File: src/rtl/gap_buffer_text_store_unit_defines.svh
// assertion macros used by the top level of the gap buffer text store rtl
`ifndef GAP_BUFFER_TEXT_STORE_UNIT_DEFINES_SVH
`define GAP_BUFFER_TEXT_STORE_UNIT_DEFINES_SVH

// same-cycle implication, disabled while reset is asserted
`define GBTS_ASSERT_IMP(label, clk, rstn, ante, cons) \
    label: assert property (@(posedge clk) disable iff (!rstn) (ante) |-> (cons)) \
        else $error("gap buffer text store: same-cycle check failed");

// next-cycle implication, disabled while reset is asserted
`define GBTS_ASSERT_NXT(label, clk, rstn, ante, cons) \
    label: assert property (@(posedge clk) disable iff (!rstn) (ante) |=> (cons)) \
        else $error("gap buffer text store: next-cycle check failed");

`endif

File: src/rtl/gbts_pkg.sv
// types, constants and helpers of the gap buffer text store
package gbts_pkg;

    localparam int CAPACITY = 4096;
    localparam int ADDR_W   = $clog2(CAPACITY);
    localparam int LEN_W    = $clog2(CAPACITY + 1);
    localparam int POS_W    = 13;
    localparam int BYTE_W   = 8;
    localparam logic [LEN_W-1:0] CAP_LEN = LEN_W'(CAPACITY);

    localparam logic [BYTE_W-1:0] CASE_DISTANCE = 8'd32;
    localparam logic [BYTE_W-1:0] UPPER_FIRST   = 8'h41;
    localparam logic [BYTE_W-1:0] UPPER_LAST    = 8'h5A;

    typedef enum logic [2:0] {
        KIND_INSERT  = 3'd0,
        KIND_DELETE  = 3'd1,
        KIND_READ    = 3'd2,
        KIND_COMPARE = 3'd3,
        KIND_SEEK    = 3'd4
    } kind_t;

    typedef enum logic [1:0] {
        ST_IDLE,
        ST_MOVE,
        ST_COPY,
        ST_FETCH
    } state_t;

    typedef struct packed {
        logic              we;
        logic [ADDR_W-1:0] waddr;
        logic [BYTE_W-1:0] wdata;
        logic              re;
        logic [ADDR_W-1:0] raddr;
    } ram_req_t;

    typedef struct packed {
        logic              status;
        logic [BYTE_W-1:0] read_byte;
        logic              matched;
        logic [POS_W-1:0]  text_length;
    } result_t;

    typedef struct packed {
        logic [LEN_W-1:0] gap_first;
        logic [LEN_W-1:0] gap_past_end;
    } gap_state_t;

    function automatic logic [BYTE_W-1:0] fold_byte(input logic [BYTE_W-1:0] c);
        if (c >= UPPER_FIRST && c <= UPPER_LAST) begin
            return c + CASE_DISTANCE;
        end
        return c;
    endfunction

endpackage

File: src/rtl/gbts_ctrl.sv
// control sequencer: gap registers, gap moves and operation execution
module gbts_ctrl (
    input  logic                          aclk,
    input  logic                          aresetn,
    input  logic                          s_valid,
    output logic                          s_ready,
    input  logic [2:0]                    s_kind,
    input  logic [gbts_pkg::POS_W-1:0]    s_position,
    input  logic [gbts_pkg::BYTE_W-1:0]   s_data_byte,
    input  logic [gbts_pkg::POS_W-1:0]    s_count,
    input  logic                          s_fold_case,
    input  logic                          res_ready,
    output logic                          res_valid,
    output gbts_pkg::result_t             res,
    output gbts_pkg::gap_state_t          gap,
    output gbts_pkg::ram_req_t            ram_req,
    input  logic [gbts_pkg::BYTE_W-1:0]   ram_rdata
);

    localparam int LW = gbts_pkg::LEN_W;
    localparam int AW = gbts_pkg::ADDR_W;
    localparam int BW = gbts_pkg::BYTE_W;
    localparam int PW = gbts_pkg::POS_W;

    gbts_pkg::state_t state_reg, state_next;
    gbts_pkg::kind_t  kind_reg, kind_next, kind_in;
    logic [LW-1:0]    gf_reg, gf_next;
    logic [LW-1:0]    gpe_reg, gpe_next;
    logic [LW-1:0]    target_reg, target_next;
    logic [LW-1:0]    cnt_reg, cnt_next;
    logic [BW-1:0]    dbyte_reg, dbyte_next;
    logic             fold_reg, fold_next;
    logic             hit_reg, hit_next;
    logic             full_reg, full_next;

    logic [LW-1:0]    len;
    logic [LW-1:0]    gap_span;
    logic [LW-1:0]    pos_in;
    logic [LW-1:0]    cnt_in;
    logic [LW-1:0]    clamped;
    logic [LW-1:0]    remain;
    logic [LW-1:0]    phys;
    logic [BW-1:0]    byte_got;

    always_ff @(posedge aclk) begin
        if (!aresetn) begin
            state_reg <= gbts_pkg::ST_IDLE;
            gf_reg    <= '0;
            gpe_reg   <= gbts_pkg::CAP_LEN;
        end else begin
            state_reg <= state_next;
            gf_reg    <= gf_next;
            gpe_reg   <= gpe_next;
        end
    end

    always_ff @(posedge aclk) begin
        kind_reg   <= kind_next;
        target_reg <= target_next;
        cnt_reg    <= cnt_next;
        dbyte_reg  <= dbyte_next;
        fold_reg   <= fold_next;
        hit_reg    <= hit_next;
        full_reg   <= full_next;
    end

    always_comb begin
        gap_span = gpe_reg - gf_reg;
        len      = gbts_pkg::CAP_LEN - gap_span;
        kind_in  = gbts_pkg::kind_t'(s_kind);
        pos_in   = LW'(s_position);
        cnt_in   = LW'(s_count);
        clamped  = (pos_in > len) ? len : pos_in;
        remain   = len - pos_in;
        phys     = (pos_in < gf_reg) ? pos_in : pos_in + gap_span;
        byte_got = hit_reg ? ram_rdata : '0;
    end

    always_comb begin
        state_next  = state_reg;
        kind_next   = kind_reg;
        gf_next     = gf_reg;
        gpe_next    = gpe_reg;
        target_next = target_reg;
        cnt_next    = cnt_reg;
        dbyte_next  = dbyte_reg;
        fold_next   = fold_reg;
        hit_next    = hit_reg;
        full_next   = full_reg;
        ram_req     = '0;
        res         = '0;
        res_valid   = 1'b0;
        s_ready     = 1'b0;

        case (state_reg)
            gbts_pkg::ST_IDLE: begin
                s_ready = 1'b1;
                if (s_valid) begin
                    kind_next   = kind_in;
                    dbyte_next  = s_data_byte;
                    fold_next   = s_fold_case;
                    hit_next    = (pos_in < len);
                    full_next   = (gf_reg == gpe_reg);
                    target_next = gf_reg;
                    cnt_next    = '0;
                    state_next  = gbts_pkg::ST_MOVE;
                    case (kind_in)
                        gbts_pkg::KIND_INSERT: begin
                            if (gf_reg != gpe_reg) begin
                                target_next = clamped;
                            end
                        end
                        gbts_pkg::KIND_DELETE: begin
                            if (cnt_in != '0 && pos_in < len) begin
                                target_next = pos_in;
                                cnt_next    = (cnt_in > remain) ? remain : cnt_in;
                            end
                        end
                        gbts_pkg::KIND_SEEK: begin
                            target_next = clamped;
                        end
                        gbts_pkg::KIND_READ, gbts_pkg::KIND_COMPARE: begin
                            ram_req.re    = 1'b1;
                            ram_req.raddr = phys[AW-1:0];
                            state_next    = gbts_pkg::ST_FETCH;
                        end
                        default: begin
                        end
                    endcase
                end
            end

            gbts_pkg::ST_MOVE: begin
                if (target_reg != gf_reg) begin
                    // fetch the byte that crosses the gap
                    ram_req.re    = 1'b1;
                    ram_req.raddr = (target_reg < gf_reg) ? AW'(gf_reg - 1'b1)
                                                          : gpe_reg[AW-1:0];
                    state_next    = gbts_pkg::ST_COPY;
                end else if (res_ready) begin
                    res_valid = 1'b1;
                    case (kind_reg)
                        gbts_pkg::KIND_INSERT: begin
                            if (full_reg) begin
                                res.status = 1'b1;
                            end else begin
                                ram_req.we    = 1'b1;
                                ram_req.waddr = gf_reg[AW-1:0];
                                ram_req.wdata = dbyte_reg;
                                gf_next       = gf_reg + 1'b1;
                            end
                        end
                        gbts_pkg::KIND_DELETE: begin
                            gpe_next = gpe_reg + cnt_reg;
                        end
                        default: begin
                        end
                    endcase
                    res.text_length = PW'(gbts_pkg::CAP_LEN - (gpe_next - gf_next));
                    state_next      = gbts_pkg::ST_IDLE;
                end
            end

            gbts_pkg::ST_COPY: begin
                ram_req.we    = 1'b1;
                ram_req.wdata = ram_rdata;
                if (target_reg < gf_reg) begin
                    ram_req.waddr = AW'(gpe_reg - 1'b1);
                    gf_next       = gf_reg - 1'b1;
                    gpe_next      = gpe_reg - 1'b1;
                end else begin
                    ram_req.waddr = gf_reg[AW-1:0];
                    gf_next       = gf_reg + 1'b1;
                    gpe_next      = gpe_reg + 1'b1;
                end
                state_next = gbts_pkg::ST_MOVE;
            end

            gbts_pkg::ST_FETCH: begin
                if (res_ready) begin
                    res_valid = 1'b1;
                    if (kind_reg == gbts_pkg::KIND_READ) begin
                        res.read_byte = byte_got;
                    end else begin
                        res.matched = hit_reg && (fold_reg
                            ? (gbts_pkg::fold_byte(byte_got) ==
                               gbts_pkg::fold_byte(dbyte_reg))
                            : (byte_got == dbyte_reg));
                    end
                    res.text_length = PW'(len);
                    state_next      = gbts_pkg::ST_IDLE;
                end
            end

            default: begin
                state_next = gbts_pkg::ST_IDLE;
            end
        endcase
    end

    assign gap.gap_first    = gf_reg;
    assign gap.gap_past_end = gpe_reg;

endmodule

File: config.mk
export PLATFORM = sky130hd
export DESIGN_NAME = gbts_ctrl
export DESIGN_NICKNAME = d
export VERILOG_FILES = /design/src/rtl/gap_buffer_text_store_unit_defines.svh /design/src/rtl/gbts_pkg.sv /design/src/rtl/gbts_ctrl.sv
export SDC_FILE = /design/constraint.sdc
export NUM_CORES = 1
export LEC_CHECK = 0
export BUFFER_PORTS_ARGS = -buffer_cell sky130_fd_sc_hd__buf_2
export CELL_PAD_IN_SITES_DETAIL_PLACEMENT = 1
export CELL_PAD_IN_SITES_GLOBAL_PLACEMENT = 1
export CORE_UTILIZATION = 44
export DETAILED_ROUTE_END_ITERATION = 10
export GPL_ROUTABILITY_DRIVEN = 0
export GPL_TIMING_DRIVEN = 1
export PLACE_DENSITY_LB_ADDON = 0.1
export SYNTH_ARGS = -nofsm -noshare
export SYNTH_HDL_FRONTEND = slang
export SYNTH_SLANG_ARGS = --single-unit
File: constraint.sdc
create_clock -name aclk -period 7.7 [get_ports aclk]
set_input_delay 0.385 -clock aclk [delete_from_list [all_inputs] [get_ports aclk]]
set_output_delay 0.385 -clock aclk [all_outputs]
set_load 0.05 [all_outputs]
After elaboration in Yosys (flattened, before gate mapping)
Index checks and enable logic that the tools add are counted.
Storage, ports and cells
  flip-flop bits (word level): 68
  input port bits: 50
  output and inout port bits: 85
  logic and storage cells: 137
Operators by class
  $add $sub $neg: 13
  $lt $le $gt $ge: 9
  eq/ne operators: 17
  muxes and demuxes: 75
  reductions and logical operators: 13
Operators by type and width (number)
  $mux W13: 24
  $pmux W13 S2: 4
  $mux W8: 12
  $mux W21: 4
  $pmux W21 S2: 1
  $lt A13 B13 Y1: 3
  $pmux W13 S3: 1
  $sub A13 B13 Y13: 3
  $mux W12: 3
  $add A13 B1 Y13 const B: 2
  $gt A13 B13 Y1: 2
  $ne A13 B13 Y1: 2
  $sub A13 B1 Y13 const B: 2
  $sub A13 B13 Y13 const A: 2
  $mux W22: 1
  $mux W1: 18
  $add A8 B6 Y8 const B: 2
  $eq A8 B8 Y1: 2
  $ge A8 B7 Y1 const B: 2
  $le A8 B7 Y1 const B: 2
  $add A13 B13 Y13: 1
  $eq A13 B13 Y1: 1
  $reduce_bool A13 Y1: 1
  $add A12 B12 Y12: 1
  17 further kinds: 31

Logic depth before layout (Yosys ltp)
Gate-level depths: netlist of run 1.
  depth after elaboration: 17
  depth in mapped cells: 25
  gate-level depth less buffers: 24

Worst setup path before layout of run 1
No wires, ideal clock.
  kind: register to register
  from: register gf_reg[4]
  to: register cnt_reg[3], data pin
  library setup time: 257 ps
  arrival: 5920 ps
  data required time: 7443 ps
  path slack: 1524 ps
  stages on the path, launching flop included: 23
  buffers on the path: 2
  period minus slack after synthesis: 6176 ps
  cells stage by stage: dfxtp_1 -> clkbuf_1 -> clkinv_1 -> ha_1 -> a21o_1 -> or4_4 -> o22a_4 -> xor2_2 -> or4_1 -> xnor2_1 -> inv_1 -> ha_1 -> and3_1 -> a21o_1 -> o41ai_1 -> xor2_1 -> ha_1 -> nand2_1 -> nor4_1 -> a21oi_1 -> clkbuf_1 -> mux2i_1 -> nor2_1
On the way
  word-level cells in the longest chain between the ends: 5
  elaborated cells on any way between the ends: 8
  those cells by class: add/sub: 3; order compare: 2; mux: 1; reduce/logical: 2
RTL lines
  start: declaration: line gbts_ctrl.sv:27  | logic [LW-1:0] gf_reg, gf_next;
  start signal: assignment: line gbts_ctrl.sv:52  | gf_reg <= gf_next;
  $sub A13 B13 Y13 *: line gbts_ctrl.sv:68  | gap_span = gpe_reg - gf_reg;
  $sub A13 B13 Y13 *: line gbts_ctrl.sv:69  | len = gbts_pkg::CAP_LEN - gap_span;
  $sub A13 B13 Y13 or $lt A13 B13 Y1 (tied branches): line gbts_ctrl.sv:74, gbts_ctrl.sv:114
  $gt A13 B13 Y1 or $logic_and A1 B1 Y1 (tied branches): line gbts_ctrl.sv:116, gbts_ctrl.sv:114
  $mux W13 or $reduce_and A2 Y1 (tied branches)
  end signal: assignment: line gbts_ctrl.sv:60  | cnt_reg <= cnt_next;
  end: declaration: line gbts_ctrl.sv:30  | logic [LW-1:0] cnt_reg, cnt_next;
Mark *: on every way between the ends. The rest lies on a longest branch, timed or not.
A chain may end at the register's enable or synchronous reset.

Worst setup path in the final report of run 1
  from: register gpe_reg[0]
  to: register cnt_reg[2], data pin
On the way
  word-level cells in the longest chain between the ends: 5
  elaborated cells on any way between the ends: 8
  those cells by class: add/sub: 3; order compare: 2; mux: 1; reduce/logical: 2
RTL lines
  start: declaration: line gbts_ctrl.sv:28  | logic [LW-1:0] gpe_reg, gpe_next;
  start signal: assignment: line gbts_ctrl.sv:49  | gpe_reg <= gbts_pkg::CAP_LEN;
  start signal: assignment: line gbts_ctrl.sv:53  | gpe_reg <= gpe_next;
  $sub A13 B13 Y13 *: line gbts_ctrl.sv:68
  $sub A13 B13 Y13 *: line gbts_ctrl.sv:69
  $sub A13 B13 Y13 or $lt A13 B13 Y1 (tied branches): line gbts_ctrl.sv:74, gbts_ctrl.sv:114
  $gt A13 B13 Y1 or $logic_and A1 B1 Y1 (tied branches): line gbts_ctrl.sv:116, gbts_ctrl.sv:114
  $mux W13 or $reduce_and A2 Y1 (tied branches)
Marked as above.

==> flow_metrics.env, run 1 <==
export IMPL_crit_reg2reg_launch="gpe_reg[0]$_SDFFE_PN0P_"
export IMPL_wl_mm=44.1
export IMPL_diodes=0
export IMPL_synth_seq_cells=68
export IMPL_drc=7
export IMPL_hold_path_startpoint="s_data_byte[6]"
export IMPL_cts_tree="done"
export IMPL_root_buffer="clkbuf_16"
export IMPL_synth_nets=1473
export IMPL_fin_tns_setup_ps=0
export IMPL_hold_viol=0
export IMPL_die_w_um=152
export IMPL_final_util=0.512
export IMPL_period_share=0.866
export IMPL_worstHoldEndpoint="dbyte_reg[6]$_DFFE_PP_"
export IMPL_fin_area_um2=11200
export IMPL_holdPathStages=1
export IMPL_cp_required_ps=7800
export IMPL_viasPerCell=6.61
export IMPL_ys_flop_type="edfxtp_1"
export IMPL_syn_area_per_cell_um2=7.65
export IMPL_status="finished with violations"
export IMPL_syn_inst=1297
export IMPL_drive_gt1_frac=0.150
export IMPL_worst_pin_slew_ps=993
export IMPL_clock_skew_ps=10.7
export IMPL_worst_path_max_fanout=15
export IMPL_rsz0062_at_grt="no"
export IMPL_path_class="reg -> reg"
export IMPL_top_level_ports=135
export IMPL_crit_path_start="gpe_reg[0]$_SDFFE_PN0P_"
export IMPL_ctsHtreeMaxLevel=3
export IMPL_crit_path_end_kind="register"
export IMPL_cts_num_sinks=68
export IMPL_r2r_slack_ps=1030
export IMPL_areaGrowthSynthToFinish_pct=13.3
export IMPL_wl_per_cell_um=26.1
export IMPL_ctsLongestPathBuffers=2
export IMPL_arrival_ps=6770
export IMPL_num_nets_final=1581
export IMPL_core_um2=22000
export IMPL_maxCapViolCount=0
export IMPL_maxSlewViolCount=0
export IMPL_cts_clk_slew_worst_paths_ps=70
export IMPL_async_reset_ff_frac=0
export IMPL_ys_seq_area_frac=0.177
export IMPL_finalCriticalPeriod_ps=6670
export IMPL_postRouteAntennaNets=0
export IMPL_setup_viol=0
export IMPL_vias=11200
export IMPL_grt_max_degree=51
export IMPL_slew_headroom=0.329
export IMPL_grt_pass1_wl_mm=67.5
export IMPL_cts_made_buffers=9
export IMPL_dieArea_um2=23200
export IMPL_grt_pass1_vias=11100
export IMPL_drtIter0Drc=1156
export IMPL_max_freq_ghz=0.150
export IMPL_syn_area_um2=9930
export IMPL_yosysWarnings=0
export IMPL_antenna_found_initial=0
export IMPL_cts_resized=0
export IMPL_dpl_cell_area_um2=10900
export IMPL_port_buffers=134
export IMPL_netlist_cell_type_count=84
export IMPL_r2r_end="cnt_reg[2]$_SDFFCE_PN0P_"
export IMPL_initial_core_util=0.452
export IMPL_dr_pass1_iters=9
export IMPL_reg2reg_depth=21
export IMPL_violations="design-rule violations"
export IMPL_synth_edff_count=40
export IMPL_insertion_delay_ps=350
export IMPL_startpoint_type="register"
export IMPL_grtUsageTotal=0.379
export IMPL_ctsHoldBuffers=0
export IMPL_hpwl_mm=34.7
export IMPL_cts_setup_buffers=0
export IMPL_dieHeight_um=152
export IMPL_grt_overflow=0
export IMPL_rows=54
export IMPL_holdCritPathClass="in -> reg"
-- worst max-delay path, stage by stage (launching register included) --
cell	delay, ps
dfxtp_1	470
inv_1	210
ha_1	280
fa_1	410
xor2_1	310
inv_1	110
nor3_1	330
nand4bb_1	280
or4_1	600
xnor2_1	250
inv_1	80
ha_1	390
and3_1	200
a21o_1	180
o41ai_1	310
xor2_1	210
ha_1	350
nand2_1	70
nor4_1	700
a21oi_2	310
mux2i_1	190
and2_1	180
-- per-stage QoR --
step / setup slack [ps] / instances / hold WS, ps
2_1_floorplan: 1520 / 1297 / 484
3_3_place_gp: 1130 / 1674 / 560
3_5_place_dp: 934 / 1674 / 564
4_1_cts: 892 / 1690 / 203
5_1_grt: 657 / 1690 / 203
6_report: 1030 / 1690 / 208
-- cells in the final DEF (no fill, tap or decap), types with 12 or more instances in the layout --
cell / count
buf_2: 134
ha_1: 121
nor2_1: 109
o21ai_0: 94
a21oi_1: 81
nand2_1: 78
inv_1: 73
xnor2_1: 62
nor3_1: 45
edfxtp_1: 40
nand3_1: 39
nor2b_1: 39
xor2_1: 35
buf_4: 32
and3_1: 31
dfxtp_1: 28
mux2i_1: 27
a211oi_1: 25
o22ai_1: 23
o21a_1: 21
a22oi_1: 21
a21o_1: 20
nand4_1: 14
nand2b_1: 12
and2_1: 12
or3_1: 12
-- logic make-up (layout without fill, tap and decap cells) --
group	count (synthesis)	after routing	synth area share
multiplexers	30	30	0.0306
flip-flops	68	68	0.177
adder cells (fa/ha/maj)	126	126	0.163
AO/OA/AOI/OAI	389	389	0.258
XOR/XNOR	99	99	0.0895
buffers and inverters	144	257	0.0560
AND/OR/NAND/NOR	441	441	0.226
-- layer usage --
layer  track usage  share of wire
met1         0.498           0.42
met2         0.594           0.44
met3        0.0694          0.090
met4         0.194          0.055
met5             0              0
-- worst max path at each step --
stage / endpoint / slack (ps)
6_report: cnt_reg[2]$_SDFFCE_PN0P_ / 1030
5_1_grt: cnt_reg[4]$_SDFFCE_PN0P_ / 660
4_1_cts: cnt_reg[4]$_SDFFCE_PN0P_ / 890
3_5_place_dp: cnt_reg[4]$_SDFFCE_PN0P_ / 930
3_3_place_gp: cnt_reg[2]$_SDFFCE_PN0P_ / 1130
2_1_floorplan: cnt_reg[3]$_SDFFCE_PN0P_ / 1520
-- layout make-up --
cell class                      count  area [um^2]
Clock buffer                       14          299
Clock inverter                      2         13.8
Fill cell                        2806        10700
Inverter                           75          282
Multi-Input combinational cell   1085         7620
Sequential cell                    68         1760
Tap cell                          280          350
Timing Repair Buffer              166          911
-- Yosys cell counts (7+ instances only) --
library cell	instances	share of area
nor4_1	11	0.0069
and2_1	13	0.0082
or3_1	12	0.0076
clkbuf_1	62	0.023
edfxtp_1	40	0.12
ha_1	121	0.15
o22ai_1	23	0.014
dfxtp_1	28	0.056
and3_1	31	0.020
a221o_1	8	0.0081
or2_2	9	0.0057
nor2_1	109	0.041
nor3_1	46	0.023
xnor2_1	62	0.055
a22oi_1	21	0.016
a21oi_1	82	0.041
a211oi_1	25	0.019
mux2i_1	27	0.027
nand2_1	78	0.029
a21o_1	20	0.015
nor2b_1	39	0.025
inv_1	73	0.028
nand3_1	39	0.020
o21ai_0	94	0.047
a31oi_1	9	0.0057
a211o_1	7	0.0062
nand4_1	14	0.0088
nand2b_1	12	0.0076
o221ai_1	9	0.0079
xor2_1	35	0.031
o21a_1	21	0.016
Power of run 1 is left out: the tool's default activity adds up to more than one toggle a clock period on the data nets, which glitch-free logic cannot reach.
==> run 2, diff against run 1 <==
--- a/config.mk
+++ b/config.mk
@@ -7,2 +7,3 @@
 export LEC_CHECK = 0
+export ABC_AREA = 1
 export BUFFER_PORTS_ARGS = -buffer_cell sky130_fd_sc_hd__buf_2
@@ -10,3 +11,3 @@
 export CELL_PAD_IN_SITES_GLOBAL_PLACEMENT = 1
-export CORE_UTILIZATION = 44
+export CORE_UTILIZATION = 42
 export DETAILED_ROUTE_END_ITERATION = 10
==> constraint.sdc (replaced) <==
create_clock -name aclk -period 7.7 [get_ports aclk]
set_input_delay 0.77 -clock aclk [delete_from_list [all_inputs] [get_ports aclk]]
set_output_delay 0.77 -clock aclk [all_outputs]
set_load 0.05 [all_outputs]
==> run 2 against run 1 <==
  * The flow now finishes without violations
  * Hold slack gained 380 ps
  * Clock skew shrank 2.1 ps
  * Critical path depth grew 5
  * Synthesized area grew 6.2%
  * Die area grew 11%
  * Register-to-register slack gained 360 ps
  * Clock-buffer cell count shrank 4
  * Global-route usage shrank 1.6 points
  * Core utilization shrank 3.2 points
  * Non-clock buffer count shrank 17
  * Wire length grew 6.8%
  * Critical path type unchanged
  * Largest cell class unchanged
==> flow_metrics.env, run 2 <==
export IMPL_status="complete, no violations"
export IMPL_fin_cells=2096
export IMPL_synthAdderAreaFrac=0.153
export IMPL_combPwrFrac=0.789
export IMPL_drtIter0Drc=1036
export IMPL_syn_area_per_cell_um2=6.32
export IMPL_rsz0062_at_grt="no"
export IMPL_post_place_ws_ps=1550
export IMPL_yosys_area_share_xor_xnor=0.0549
export IMPL_synth_seq_cells=68
export IMPL_finalCriticalPeriod_ps=6310
export IMPL_drc=0
export IMPL_drive_gt1_frac=0.130
export IMPL_synth_area_top_cells="nand2_1 (15%), ha_1 (14%), edfxtp_1 (11%)"
export IMPL_ys_seq_area_frac=0.167
export IMPL_p_int_uw=1800
export IMPL_worst_path_max_fanout=21
export IMPL_viasPerCell=5.96
export IMPL_yosys_top_cells_count="nand2_1 (429), inv_1 (183), a21oi_1 (134)"
export IMPL_yosys_area_top_type="nand2_1"
export IMPL_clock_skew_ps=8.61
export IMPL_path_class="reg -> reg"
export IMPL_cts_tree="done"
export IMPL_hold_path_startpoint="s_data_byte[7]"
export IMPL_dieHeight_um=160
export IMPL_grtUsageTotal=0.363
export IMPL_grt_max_degree=57
export IMPL_p_sw_frac=0.613
export IMPL_grt_pass1_wl_mm=71.2
export IMPL_vdd_drop_max_v=0.000487
export IMPL_grt_overflow=0
export IMPL_vias=12500
export IMPL_dr_pass1_iters=6
export IMPL_pwr_share_clk=0.095
export IMPL_slew_headroom=0.335
export IMPL_ctsHtreeMaxLevel=3
export IMPL_root_buffer="clkbuf_16"
export IMPL_synth_mux_area_fraction=0
export IMPL_power_switching_uw=2860
export IMPL_place_inst=2080
export IMPL_top_level_ports=135
export IMPL_num_fill_cells=3418
export IMPL_syn_area_um2=10500
export IMPL_layout_commonest_cell="nand2_1"
export IMPL_die_w_um=160
export IMPL_report_power_total_uw=4660
export IMPL_wl_per_cell_um=22.5
export IMPL_port_buffers=134
export IMPL_crit_reg2reg_launch="gf_reg[4]$_SDFFE_PN0P_"
export IMPL_synth_compound_area_frac=0.202
export IMPL_crit_path_end_kind="register"
export IMPL_areaGrowthSynthToFinish_pct=11.5
export IMPL_worst_pin_slew_ps=993
export IMPL_crit_path_start="gf_reg[4]$_SDFFE_PN0P_"
export IMPL_power_density_nw_per_um2=397
export IMPL_setup_viol=0
export IMPL_synth_nets=1843
export IMPL_max_freq_ghz=0.158
export IMPL_synth_top_family_by_area="simple AND/OR/NAND/NOR gates"
export IMPL_whs_ps=587
export IMPL_cp_slowest_stage_delay_ps=600
export IMPL_postRouteAntennaNets=0
export IMPL_cts_clk_slew_worst_paths_ps=70
export IMPL_leakage_uw=0.00581
export IMPL_hold_viol=0
export IMPL_cts_num_sinks=68
export IMPL_fin_tns_setup_ps=0
export IMPL_grt_pass1_vias=12300
export IMPL_maxSlewViolCount=0
export IMPL_multi_input_area_um2=7750
export IMPL_core_um2=24500
export IMPL_initial_core_util=0.431
export IMPL_cp_required_ps=7860
export IMPL_yosysMostFrequentCell="nand2_1"
export IMPL_period_share=0.819
export IMPL_maxCapViolCount=0
export IMPL_synth_simple_area_share=0.326
export IMPL_startpoint_type="register"
export IMPL_cts_resized=0
export IMPL_synth_edff_count=40
export IMPL_yosysTopAreaCellShare=0.153
export IMPL_diodes=0
export IMPL_holdCritPathClass="in -> reg"
export IMPL_ys_flop_type="edfxtp_1"
export IMPL_power_frac_seq=0.116
export IMPL_crit_path_top_delay_cell="dfxtp_1"
export IMPL_syn_inst=1667
export IMPL_wl_mm=47.1
export IMPL_num_nets_final=1943
export IMPL_rows=57
export IMPL_most_common_layout_cells="nand2_1 (429), inv_1 (183), a21oi_1 (134), buf_2 (134), o21ai_0 (121)"
export IMPL_ctsLongestPathBuffers=2
export IMPL_dieArea_um2=25700
export IMPL_netlist_cell_type_count=59
export IMPL_yosysWarnings=0
export IMPL_cts_setup_buffers=0
export IMPL_cts_made_buffers=9
export IMPL_postLayoutSetupSlackWorst_ps=1390
export IMPL_cpMostUsedCell="nand2_1"
export IMPL_seq_area_um2=1760
export IMPL_insertion_delay_ps=360
export IMPL_antenna_found_initial=1
export IMPL_async_reset_ff_frac=0
export IMPL_ctsHoldBuffers=0
export IMPL_hpwl_mm=37.3
export IMPL_arrival_ps=6470
## run 2: cell types whose count changed after synthesis, sizes merged, moves of 20 or more
cell | previous run | this run
a21oi | 82 | 136
a22oi | 21 | 0
and3 | 31 | 1
buf | 5 | 29
clkbuf | 64 | 31
inv | 74 | 195
mux2i | 27 | 0
nand2 | 78 | 437
nand3 | 39 | 109
nor2 | 109 | 129
nor2b | 39 | 0
o21ai | 98 | 137
xnor2 | 62 | 19
## run 2: stage by stage
stage,util,cell area [um^2]
6_report,0.480,11700
5_1_grt,0.480,11700
4_1_cts,0.480,11700
3_5_place_dp,0.468,11500
3_3_place_gp,0.468,11500
2_1_floorplan,-,10500
## run 2: area by class of cell
class | count | share of cell area
tap | 324 | 0.0345
clock inverter | 6 | 0.00543
sequential | 68 | 0.150
clock buffer | 10 | 0.0195
multi-input combinational | 1338 | 0.660
timing repair buffer | 149 | 0.0667
inverter | 201 | 0.0642
## run 2: final timing paths
path	to	slack [ps]	cells after the start
worst max-delay path	cnt_reg[10]$_SDFFCE_PN0P_	1390	26
worst min-delay path	dbyte_reg[7]$_DFFE_PP_	590	1
worst max register to register	cnt_reg[10]$_SDFFCE_PN0P_	1390	26
worst min register to register	state_reg[1]$_SDFFE_PN0P_	610	2
## run 2: worst max-delay path: cells and delay by family (launching register included)
kind	cells	cell delay (ps)
AOI/OAI and AO/OA	4	800
DFF	1	600
and+or+nand+nor	13	1500
buffers and inverters	4	1240
xor gates and xnor gates	2	750
adders and majority gates	3	1220
## run 2: kinds of logic after synthesis
logic type	after synthesis
flip-flops	68
AO/OA/AOI/OAI	369
adder cells (fa/ha/maj)	126
AND/OR/NAND/NOR	777
buffers and inverters	261
XOR/XNOR	66
## run 2: layer usage
layer	vias to the layer above	wire length [um]	GRT usage
met1	5972	20100	0.481
met3	115	3660	0.0498
met2	567	21100	0.582
met5	-	0	0
li1	5842	-	-
met4	0	2240	0.166
## run 2: power groups by stage
stage	Sequential, uW	Combinational [uW]	Clock, uW
detailed placement	544	3600	0
finish	540	3680	443
global route	544	4050	454
CTS	536	3630	444
global placement	541	3480	0
floorplan	534	2630	0
No activity file was read; power rests on OpenSTA's default activity.
